===== config.mk =====
export PLATFORM = sky130hd
export DESIGN_NAME = hex_listing_byte_decoder
export DESIGN_NICKNAME = d
export VERILOG_FILES = /design/src/hdl/hlbd_pkg.sv /design/src/hdl/hlbd_front.sv /design/src/hdl/hlbd_queue.sv /design/src/hdl/hlbd_back.sv /design/src/hdl/hex_listing_byte_decoder.sv
export VERILOG_INCLUDE_DIRS = /design/src /design/src/hdl
export SDC_FILE = /design/constraint.sdc
export NUM_CORES = 1
export LEC_CHECK = 0
export ABC_AREA = 1
export BUFFER_PORTS_ARGS = -buffer_cell sky130_fd_sc_hd__buf_4
export CAP_MARGIN = 20
export CORE_MARGIN = 2
export CORE_UTILIZATION = 40
export CTS_CLUSTER_SIZE = 28
export DETAILED_ROUTE_END_ITERATION = 6
export GPL_TIMING_DRIVEN = 0
export PLACE_DENSITY = 0.71
export SLEW_MARGIN = 5
export SYNTH_ARGS = -nofsm -noshare
export SYNTH_HDL_FRONTEND = slang
export SYNTH_SLANG_ARGS = --single-unit

===== constraint.sdc =====
create_clock -name clk -period 2.8 [get_ports clk]
set_clock_uncertainty 0.05 [all_clocks]
set_input_delay 0.56 -clock clk [delete_from_list [all_inputs] [get_ports clk]]
set_output_delay 0.56 -clock clk [all_outputs]
set_load 0.02 [all_outputs]

===== src/hdl/hex_listing_byte_decoder_defines.svh =====
// Assertion macros shared by the decoder's modules.
// Every property is sampled on the rising edge of clk and is off during reset.
`ifndef HEX_LISTING_BYTE_DECODER_DEFINES_SVH
`define HEX_LISTING_BYTE_DECODER_DEFINES_SVH
`ifndef SYNTHESIS
`define HLBD_ASSERT(lbl, prop, msg) \
  lbl: assert property (@(posedge clk) disable iff (!rst_n) (prop)) else $error(msg);
`define HLBD_ASSERT_IMPL(lbl, ante, cons, msg) \
  `HLBD_ASSERT(lbl, (ante) |-> (cons), msg)
`define HLBD_ASSERT_NEXT(lbl, ante, cons, msg) \
  `HLBD_ASSERT(lbl, (ante) |=> (cons), msg)
`else
`define HLBD_ASSERT(lbl, prop, msg)
`define HLBD_ASSERT_IMPL(lbl, ante, cons, msg)
`define HLBD_ASSERT_NEXT(lbl, ante, cons, msg)
`endif
`endif


===== src/hdl/hlbd_pkg.sv =====
package hlbd_pkg;

  localparam int MAX_KEYWORD_DEF = 8;
  localparam int MAX_BYTES_DEF   = 4096;
  localparam int QUEUE_DEPTH_DEF = 4;

  localparam int CFG_IDX_W    = 2;
  localparam int CFG_DATA_W   = 64;
  localparam int COUNT_CFG_W  = 13;
  localparam int KEY_LEN_W    = 4;

  localparam logic [COUNT_CFG_W-1:0] BYTE_COUNT_RESET = 13'd2048;

  // Register indexes on the configuration port.
  localparam logic [CFG_IDX_W-1:0] REG_BYTE_COUNT     = 2'd0;
  localparam logic [CFG_IDX_W-1:0] REG_KEYWORD_CHARS  = 2'd1;
  localparam logic [CFG_IDX_W-1:0] REG_KEYWORD_LENGTH = 2'd2;

  localparam logic [7:0] CHAR_DOLLAR = 8'h24;
  localparam logic [7:0] CHAR_ZERO   = 8'h30;
  localparam logic [7:0] CHAR_NINE   = 8'h39;
  localparam logic [7:0] CHAR_UPPER_A = 8'h41;
  localparam logic [7:0] CHAR_UPPER_F = 8'h46;
  localparam logic [7:0] CHAR_CR     = 8'd13;
  localparam logic [7:0] CHAR_LF     = 8'd10;

  // One classified character as it waits between front and back.
  typedef struct packed {
    logic [7:0] ch;
    logic       eoi;
    logic       eol;
    logic       dollar;
    logic       hex_digit;
    logic [3:0] nibble;
  } entry_t;

  // Configuration registers as seen by the back end.
  typedef struct packed {
    logic [COUNT_CFG_W-1:0] byte_count;
    logic [CFG_DATA_W-1:0]  keyword_chars;
    logic [KEY_LEN_W-1:0]   key_length;
  } cfg_t;

endpackage


===== src/hdl/hlbd_front.sv =====
module hlbd_front (
  input  logic                 in_valid,
  input  logic [7:0]           in_text_char,
  input  logic                 in_end_of_input,
  input  logic                 q_full,
  output logic                 in_stall,
  output logic                 push,
  output hlbd_pkg::entry_t     entry
);

  logic is_dec;
  logic is_uhex;

  assign in_stall = q_full;
  assign push     = in_valid & ~q_full;

  assign is_dec  = (in_text_char >= hlbd_pkg::CHAR_ZERO) &&
                   (in_text_char <= hlbd_pkg::CHAR_NINE);
  assign is_uhex = (in_text_char >= hlbd_pkg::CHAR_UPPER_A) &&
                   (in_text_char <= hlbd_pkg::CHAR_UPPER_F);

  always_comb begin
    entry.ch        = in_text_char;
    entry.eoi       = in_end_of_input;
    entry.eol       = (in_text_char == hlbd_pkg::CHAR_CR) ||
                      (in_text_char == hlbd_pkg::CHAR_LF);
    entry.dollar    = (in_text_char == hlbd_pkg::CHAR_DOLLAR);
    entry.hex_digit = is_dec | is_uhex;
    if (is_dec) begin
      entry.nibble = 4'(in_text_char - hlbd_pkg::CHAR_ZERO);
    end else begin
      entry.nibble = 4'(in_text_char - hlbd_pkg::CHAR_UPPER_A + 8'd10);
    end
  end

endmodule


===== src/hdl/hlbd_queue.sv =====
`include "hex_listing_byte_decoder_defines.svh"

module hlbd_queue #(
  parameter int DEPTH = hlbd_pkg::QUEUE_DEPTH_DEF
) (
  input  logic              clk,
  input  logic              rst_n,
  input  logic              push,
  input  hlbd_pkg::entry_t  push_entry,
  input  logic              pop,
  output logic              q_valid,
  output logic              q_full,
  output hlbd_pkg::entry_t  head
);

  localparam int PtrW = (DEPTH > 1) ? $clog2(DEPTH) : 1;
  localparam int CntW = $clog2(DEPTH + 1);

  hlbd_pkg::entry_t mem_r [DEPTH];
  logic [PtrW-1:0]  wr_ptr_r, wr_ptr_nxt;
  logic [PtrW-1:0]  rd_ptr_r, rd_ptr_nxt;
  logic [CntW-1:0]  count_r, count_nxt;

  assign q_valid = (count_r != '0);
  assign q_full  = (count_r == CntW'(DEPTH));
  assign head    = mem_r[rd_ptr_r];

  always_comb begin
    wr_ptr_nxt = wr_ptr_r;
    rd_ptr_nxt = rd_ptr_r;
    count_nxt  = count_r;
    if (push) begin
      wr_ptr_nxt = (wr_ptr_r == PtrW'(DEPTH - 1)) ? '0 : wr_ptr_r + 1'b1;
    end
    if (pop) begin
      rd_ptr_nxt = (rd_ptr_r == PtrW'(DEPTH - 1)) ? '0 : rd_ptr_r + 1'b1;
    end
    if (push && !pop) begin
      count_nxt = count_r + 1'b1;
    end else if (pop && !push) begin
      count_nxt = count_r - 1'b1;
    end
  end

  always_ff @(posedge clk) begin
    if (!rst_n) begin
      wr_ptr_r <= '0;
      rd_ptr_r <= '0;
      count_r  <= '0;
    end else begin
      wr_ptr_r <= wr_ptr_nxt;
      rd_ptr_r <= rd_ptr_nxt;
      count_r  <= count_nxt;
    end
  end

  always_ff @(posedge clk) begin
    if (push) begin
      mem_r[wr_ptr_r] <= push_entry;
    end
  end

  `HLBD_ASSERT_IMPL(a_count_bound, 1'b1, count_r <= CntW'(DEPTH), "queue count beyond depth")
  `HLBD_ASSERT_NEXT(a_pop_drains, pop && !push && count_r == CntW'(1), !q_valid,
                    "queue not empty after its last entry was taken")
  `HLBD_ASSERT_IMPL(a_no_push_when_full, q_full, !push, "queue written while full")

endmodule


===== src/hdl/hlbd_back.sv =====
`include "hex_listing_byte_decoder_defines.svh"

module hlbd_back #(
  parameter int MAX_KEYWORD = hlbd_pkg::MAX_KEYWORD_DEF,
  parameter int MAX_BYTES   = hlbd_pkg::MAX_BYTES_DEF
) (
  input  logic              clk,
  input  logic              rst_n,
  input  hlbd_pkg::cfg_t    cfg,
  input  logic              restart,
  input  logic              q_valid,
  input  hlbd_pkg::entry_t  head,
  output logic              pop,
  output logic              out_valid,
  input  logic              out_stall,
  output logic [7:0]        out_data_byte,
  output logic              out_has_data,
  output logic              out_is_last,
  output logic              out_success
);

  localparam int CntW = $clog2(MAX_BYTES + 1);
  localparam int CmpW = (CntW > hlbd_pkg::COUNT_CFG_W) ? CntW : hlbd_pkg::COUNT_CFG_W;
  localparam int PosW = $clog2(MAX_KEYWORD + 1);

  logic            hex_active_r, hex_active_nxt;
  logic [7:0]      value_acc_r, value_acc_nxt;
  logic [CntW-1:0] bytes_left_r, bytes_left_nxt;
  logic            keyword_seen_r, keyword_seen_nxt;
  logic            line_start_r, line_start_nxt;
  logic [PosW-1:0] match_pos_r, match_pos_nxt;
  logic            match_ok_r, match_ok_nxt;

  logic            out_valid_r, out_valid_nxt;
  logic [7:0]      data_r, data_nxt;
  logic            has_data_r, has_data_nxt;
  logic            last_r, last_nxt;
  logic            success_r, success_nxt;

  logic [CmpW-1:0] cnt_wide;
  logic [CntW-1:0] cnt_load;
  logic [PosW-1:0] klen;
  logic [7:0]      key_char;
  logic            emit;

  // Clamp the configured count into one to MAX_BYTES.
  always_comb begin
    cnt_wide = CmpW'(cfg.byte_count);
    if (cnt_wide == '0) begin
      cnt_wide = CmpW'(1);
    end
    if (cnt_wide > CmpW'(MAX_BYTES)) begin
      cnt_wide = CmpW'(MAX_BYTES);
    end
    cnt_load = CntW'(cnt_wide);
  end

  assign klen = (cfg.key_length > hlbd_pkg::KEY_LEN_W'(MAX_KEYWORD)) ?
                PosW'(MAX_KEYWORD) : PosW'(cfg.key_length);
  assign key_char = cfg.keyword_chars[8 * 3'(match_pos_r) +: 8];

  assign pop       = q_valid & (~out_valid_r | ~out_stall);
  assign out_valid = out_valid_r;
  assign out_data_byte = data_r;
  assign out_has_data  = has_data_r;
  assign out_is_last   = last_r;
  assign out_success   = success_r;

  always_comb begin
    hex_active_nxt   = hex_active_r;
    value_acc_nxt    = value_acc_r;
    bytes_left_nxt   = bytes_left_r;
    keyword_seen_nxt = keyword_seen_r;
    line_start_nxt   = line_start_r;
    match_pos_nxt    = match_pos_r;
    match_ok_nxt     = match_ok_r;
    emit             = 1'b0;
    data_nxt         = data_r;
    has_data_nxt     = has_data_r;
    last_nxt         = last_r;
    success_nxt      = success_r;

    if (restart) begin
      hex_active_nxt   = 1'b0;
      value_acc_nxt    = '0;
      bytes_left_nxt   = cnt_load;
      keyword_seen_nxt = 1'b0;
      line_start_nxt   = 1'b1;
      match_pos_nxt    = '0;
      match_ok_nxt     = 1'b1;
    end else if (pop) begin
      if (head.eoi) begin
        hex_active_nxt   = 1'b0;
        value_acc_nxt    = '0;
        bytes_left_nxt   = cnt_load;
        keyword_seen_nxt = 1'b0;
        line_start_nxt   = 1'b1;
        match_pos_nxt    = '0;
        match_ok_nxt     = 1'b1;
        if (bytes_left_r != '0) begin
          emit         = 1'b1;
          data_nxt     = '0;
          has_data_nxt = 1'b0;
          last_nxt     = 1'b1;
          success_nxt  = 1'b0;
        end
      end else if (bytes_left_r != '0) begin
        // Keyword compare first, then line end, then number decoding.
        if (line_start_r) begin
          if (match_pos_r < klen) begin
            if (key_char != head.ch) begin
              match_ok_nxt = 1'b0;
            end
            match_pos_nxt = match_pos_r + 1'b1;
          end
          if (!match_ok_nxt) begin
            line_start_nxt = 1'b0;
          end else if (match_pos_nxt >= klen) begin
            keyword_seen_nxt = 1'b1;
            line_start_nxt   = 1'b0;
          end
        end
        if (head.eol) begin
          line_start_nxt = 1'b1;
          match_pos_nxt  = '0;
          match_ok_nxt   = 1'b1;
        end
        if (head.dollar) begin
          hex_active_nxt = 1'b1;
          value_acc_nxt  = '0;
        end else if (head.hex_digit) begin
          if (hex_active_r) begin
            value_acc_nxt = {value_acc_r[3:0], head.nibble};
          end
        end else if (hex_active_r) begin
          hex_active_nxt = 1'b0;
          bytes_left_nxt = bytes_left_r - 1'b1;
          emit           = 1'b1;
          data_nxt       = value_acc_r;
          has_data_nxt   = 1'b1;
          last_nxt       = (bytes_left_r == CntW'(1));
          success_nxt    = (bytes_left_r == CntW'(1)) & keyword_seen_nxt;
        end
      end
    end

    if (emit) begin
      out_valid_nxt = 1'b1;
    end else if (!out_stall) begin
      out_valid_nxt = 1'b0;
    end else begin
      out_valid_nxt = out_valid_r;
    end
  end

  always_ff @(posedge clk) begin
    if (!rst_n) begin
      hex_active_r   <= 1'b0;
      bytes_left_r   <= '0;
      keyword_seen_r <= 1'b0;
      line_start_r   <= 1'b1;
      match_pos_r    <= '0;
      match_ok_r     <= 1'b1;
      out_valid_r    <= 1'b0;
    end else begin
      hex_active_r   <= hex_active_nxt;
      bytes_left_r   <= bytes_left_nxt;
      keyword_seen_r <= keyword_seen_nxt;
      line_start_r   <= line_start_nxt;
      match_pos_r    <= match_pos_nxt;
      match_ok_r     <= match_ok_nxt;
      out_valid_r    <= out_valid_nxt;
    end
  end

  always_ff @(posedge clk) begin
    value_acc_r <= value_acc_nxt;
    data_r      <= data_nxt;
    has_data_r  <= has_data_nxt;
    last_r      <= last_nxt;
    success_r   <= success_nxt;
  end

  `HLBD_ASSERT_IMPL(a_success_on_last, out_valid_r && success_r, last_r,
                    "success flagged on a word that does not close the request")
  `HLBD_ASSERT_IMPL(a_empty_is_fail, out_valid_r && !has_data_r, last_r && !success_r,
                    "word without data is not a failed close")
  `HLBD_ASSERT_NEXT(a_count_close, !restart && pop && emit && has_data_nxt && last_nxt,
                    bytes_left_r == '0, "request closed by count but bytes remain")

endmodule


===== src/hdl/hex_listing_byte_decoder.sv =====
// Hex listing byte decoder.
// The input channel (in_valid, in_stall, in_text_char, in_end_of_input) takes one
// character word per cycle unless in_stall is high. '$' opens a number, upper-case
// hex digits shift into an 8-bit value, and any other character closes it and yields
// a byte word on the output channel (out_valid, out_stall, out_data_byte, out_has_data,
// out_is_last, out_success). At every line start the first characters are compared
// with the configured keyword. The word carrying the byte_count-th byte has out_is_last set,
// with out_success telling whether the keyword was seen; an end-of-input word on an
// open request yields a failure word without data. Characters that produce nothing
// yield no output word.
// The character is registered in the queue, and the back end registers its word in
// the output register. One character per cycle is sustained and the back end handles
// one queue entry per cycle while out_stall is low.
// When out_stall is held, the output register keeps its word, the back end stops,
// the four-entry queue fills and in_stall rises once it is full.
// Reset (synchronous, rst_n low) restores the register defaults and opens a fresh
// request; a write to a register through cfg_valid/cfg_index/cfg_data (always ready)
// also opens a fresh request, through a registered restart pulse, using the new values.
module hex_listing_byte_decoder #(
  parameter int MAX_KEYWORD = hlbd_pkg::MAX_KEYWORD_DEF,
  parameter int MAX_BYTES   = hlbd_pkg::MAX_BYTES_DEF,
  parameter int QUEUE_DEPTH = hlbd_pkg::QUEUE_DEPTH_DEF
) (
  input  logic                            clk,
  input  logic                            rst_n,
  input  logic                            in_valid,
  output logic                            in_stall,
  input  logic [7:0]                      in_text_char,
  input  logic                            in_end_of_input,
  output logic                            out_valid,
  input  logic                            out_stall,
  output logic [7:0]                      out_data_byte,
  output logic                            out_has_data,
  output logic                            out_is_last,
  output logic                            out_success,
  input  logic                            cfg_valid,
  output logic                            cfg_ready,
  input  logic [hlbd_pkg::CFG_IDX_W-1:0]  cfg_index,
  input  logic [hlbd_pkg::CFG_DATA_W-1:0] cfg_data
);

  hlbd_pkg::cfg_t   cfg_r, cfg_nxt;
  logic             restart_r, restart_nxt;
  logic             push;
  logic             pop;
  logic             q_valid;
  logic             q_full;
  hlbd_pkg::entry_t push_entry;
  hlbd_pkg::entry_t head;

  // Registers are always writable; software must only write while the block is idle (not checked).
  assign cfg_ready = 1'b1;

  always_comb begin
    cfg_nxt     = cfg_r;
    restart_nxt = 1'b0;
    if (cfg_valid) begin
      unique case (cfg_index)
        hlbd_pkg::REG_BYTE_COUNT: begin
          cfg_nxt.byte_count = cfg_data[hlbd_pkg::COUNT_CFG_W-1:0];
          restart_nxt        = 1'b1;
        end
        hlbd_pkg::REG_KEYWORD_CHARS: begin
          cfg_nxt.keyword_chars = cfg_data;
          restart_nxt           = 1'b1;
        end
        hlbd_pkg::REG_KEYWORD_LENGTH: begin
          cfg_nxt.key_length = cfg_data[hlbd_pkg::KEY_LEN_W-1:0];
          restart_nxt        = 1'b1;
        end
        default: begin
          // Writes past the register list are dropped.
          restart_nxt = 1'b0;
        end
      endcase
    end
  end

  // The restart pulse is set during reset so that the back end loads its
  // byte counter from the freshly reset registers as soon as reset is released.
  always_ff @(posedge clk) begin
    if (!rst_n) begin
      cfg_r.byte_count    <= hlbd_pkg::BYTE_COUNT_RESET;
      cfg_r.keyword_chars <= '0;
      cfg_r.key_length    <= '0;
      restart_r           <= 1'b1;
    end else begin
      cfg_r     <= cfg_nxt;
      restart_r <= restart_nxt;
    end
  end

  hlbd_front u_front (
    .in_valid        (in_valid),
    .in_text_char    (in_text_char),
    .in_end_of_input (in_end_of_input),
    .q_full          (q_full),
    .in_stall        (in_stall),
    .push            (push),
    .entry           (push_entry)
  );

  hlbd_queue #(
    .DEPTH (QUEUE_DEPTH)
  ) u_queue (
    .clk        (clk),
    .rst_n      (rst_n),
    .push       (push),
    .push_entry (push_entry),
    .pop        (pop),
    .q_valid    (q_valid),
    .q_full     (q_full),
    .head       (head)
  );

  hlbd_back #(
    .MAX_KEYWORD (MAX_KEYWORD),
    .MAX_BYTES   (MAX_BYTES)
  ) u_back (
    .clk           (clk),
    .rst_n         (rst_n),
    .cfg           (cfg_r),
    .restart       (restart_r),
    .q_valid       (q_valid),
    .head          (head),
    .pop           (pop),
    .out_valid     (out_valid),
    .out_stall     (out_stall),
    .out_data_byte (out_data_byte),
    .out_has_data  (out_has_data),
    .out_is_last   (out_is_last),
    .out_success   (out_success)
  );

endmodule


==> results.md <==
- Status: finished, violations left
- Failing checks: negative setup slack
- NetSw: 2.96 mW
- Combinational fraction of design power: 30.4%
- M1 GR Usage: 24.2%
- Vias: 7721
- Actual slew at the worst max-slew pin: 0.649 ns
- Crit path DAT: 3.00 ns
- Fraction of layout cells with a size suffix above 1: 16.3%
- Unrepaired setup endpoints after global routing: yes
- Crit. Startpoint: cfg_r[0]
- Leak Pwr: 4.53 nW
- FF-to-FF setup slack: -0.07 ns
- Critical Path Fanout Max: 6
- GRT Resource Usage Total: 19.3%
- DPL Wire Length: 16.7 mm
- Core area: 22400 µm²
- FF-to-FF path depth: 20
- GR Layer Usage met2: 33.3%
- Most frequent cells in the layout: 194 x nand2_1, 129 x inv_1, 123 x nor2_1
- Crit Reg-Reg Endpoint: u_back.out_success
- Cts hold-fix bufs: 0
- Max Freq: 349 MHz
- DRT Pass-1 Iters: 6
- Seq/Total Area, Yosys: 51.6%
- Most crowded layer after global routing: met2
- Hold path depth: 1
- Post-route DRC: 0
- Synth Net Count: 1211
- Setup ws final: -0.0678 ns
- Share of power burned in registers: 40.7%
- Nets: 1338
- Vias in the first global route: 7400
- Routed WL: 22.8 mm
- Grt ovf: 0
- Initial drt markers: 582
- Overall Power: 8.43 mW
- Die height: 155 µm
- Global-route wire length before repair: 36.4 mm
- Final setup violating endpoints: 2
- CTS tree: built
- H-tree depth: 4
- Syn Area/Cell: 8.17 µm²
- # clock sinks: 196
- Clock power frac: 28.9%
- Critical path required time: 2.94 ns
- Initial Util: 40.4%
- GR Layer Usage met3: 3.45%
- Final hold vios: 0
- CTS clk-pin slew, worst paths: 0.07 ns
- Largest net degree at the start of global routing: 20
- Most common cell after layout, fill and taps aside: nand2_1
- Post-Syn Area: 9060 µm²
- Clock buffer depth: 2
- PortBufs: 92
- DR vias/cell: 5.03
- Max-cap violations: 0
- Crit end category: flip-flop
- HP Class: input port to flip-flop
- Hold_sp: in_end_of_input
- Peak VDD IR: 0.000349 V
- I/O pin cnt: 94
- Drt wl/cell: 14.9 µm
- Syn-to-layout area delta: 20.2%
- Die width: 155 µm
- Crit path time final: 2.87 ns
- Setup_tns: -0.0870 ns
- Synth Instances: 1110
- Site row count: 55
- Fin crit share: 102%
- Reg2reg start: cfg_r[0]
- Max_slew headroom: 56.5%
- Sw frac: 35.2%
- Clk_lat worst skew: 0.44 ns
- Worst Hold End: u_queue.mem_r[2][7]
- Root Buffer: clkbuf_16
- Final slew viol count: 0
- RePlAce Congestion: 0.900
- Worst setup SP type: flip-flop
- # diodes: 0
- Number of antenna violations at the first check in global routing: 0
- CTS buffer count: 17
- Yosys warning count: 0
- Final ANT Viol Nets: 0
- Synth Register Bits: 196
- Pwr/cell area: 773 nW/µm²
- Internal power: 5.46 mW
- Yosys cell types: 45
- Die area: 23900 µm²
- Setup CP Type: flip-flop to flip-flop
[state kept, by name, summed over array words and instances, names as in the netlist, 2 cells and up, named ones only]
name and count:
u_queue.count_r 3, u_queue.wr_ptr_r 2, cfg_r 81, u_back.bytes_left_r 13
u_back.value_acc_r 8, u_back.match_pos_r 4, u_queue.rd_ptr_r 2, u_queue.mem_r 64
u_back.out_data_byte 8
[worst max path at each step]
stage	to	cells past startpoint	slack [ns]
after detailed placement	u_back.out_success	20	-0.23
after CTS	u_back.out_success	20	-0.05
final	u_back.out_success	20	-0.07
after floorplan	u_back.out_success	20	0.11
after global routing	u_back.out_success	20	-0.28
after global placement	u_back.out_success	20	-0.22
[per-stage QoR]
stage / setup WS (ns) / hold WS, ns / cells / instance area, µm² / util (%)
global route: -0.282 / 0.263 / 1535 / 10900 / 48.6
finish: -0.0678 / 0.277 / 1535 / 10900 / 48.6
floorplan: 0.106 / 0.379 / 1110 / 9060 / -
CTS: -0.0495 / 0.267 / 1535 / 10900 / 48.5
detailed placement: -0.225 / 0.396 / 1491 / 10200 / 45.4
global placement: -0.222 / 0.389 / 1487 / 10100 / 45.1
[cells in the mapped netlist, drive strengths merged]
cell	n	area share (%)
a211oi	2	0.17
a21oi	96	5.3
a22oi	1	0.083
a31oi	7	0.48
buf	26	1.9
clkbuf	26	1.1
clkinv	1	0.055
conb	1	0.041
dfxtp	121	27
edfxtp	75	25
fa	1	0.22
ha	20	2.8
inv	135	5.6
mux2i	1	0.11
nand2	200	8.4
nand3	79	4.5
nand3b	3	0.25
nand4	5	0.35
nor2	134	5.9
nor3	8	0.44
nor3b	1	0.083
nor4	3	0.21
o211a	1	0.11
o211ai	5	0.41
o21a	1	0.17
o21ai	129	7.2
o221ai	2	0.19
o22ai	9	0.62
o31ai	2	0.32
or2	1	0.069
xnor2	6	0.58
xor2	8	0.77
[kinds of logic (layout without fill, tap and decap cells)]
logic type      Yosys count  after routing  synth area share, %
compound gates          255            255                 15.1
xor+xnor                 14             14                 1.35
fa+ha+maj                21             21                 2.98
buf+inv                 188            328                 8.70
flops                   196            196                 51.6
mux                       1              1                0.110
other cells               1              1               0.0414
simple gates            434            434                 20.2
[cell type report]
type	count	area (µm²)
plain buffers	52	274
well taps	285	357
clock inverters	15	161
fillers	2169	11500
repair buffers	108	841
clock buffers	17	425
flip-flops and latches	196	4680
multi-input cells	726	3650
inverters	136	517
[power groups by stage]
stage	logic, mW	registers, mW	clock network (mW)
2_1_floorplan	1.77	3.49	0
3_3_place_gp	2.42	3.49	0
3_5_place_dp	2.50	3.49	0
4_1_cts	2.54	3.43	2.45
5_1_grt	2.86	3.46	2.60
6_report	2.56	3.43	2.43
[layer usage]
metal  up-vias  routed length (µm)
li1       3918                   -
met1      3542               10100
met2       230               11200
met3        31                1030
met4         0                 491
met5         -                   0
[timing repair]
action / CTS / global route
cloned: 0 / 0
pin swaps: 4 / 2
setup buffers: 12 / 0
endpoints found under the setup margin: 2 / 4
gates resized for setup: 9 / 8
[critical path, cell delays in order, from the launching register on]
cell and delay, ns:
dfxtp_2 0.32, nor3_2 0.19, o21ai_2 0.08, ha_1 0.28, a21oi_2 0.12, nand3b_1 0.13, nand2_2 0.08, inv_4 0.08
nand2_2 0.05, xor2_1 0.13, inv_1 0.08, ha_1 0.27, nand2_1 0.08, inv_2 0.04, o21ai_1 0.07, nand2_1 0.09
a31oi_2 0.16, inv_1 0.05, nand2_1 0.05, nand3b_1 0.14, a21oi_2 0.08
Note: power is estimated with default switching activity, not from simulation.
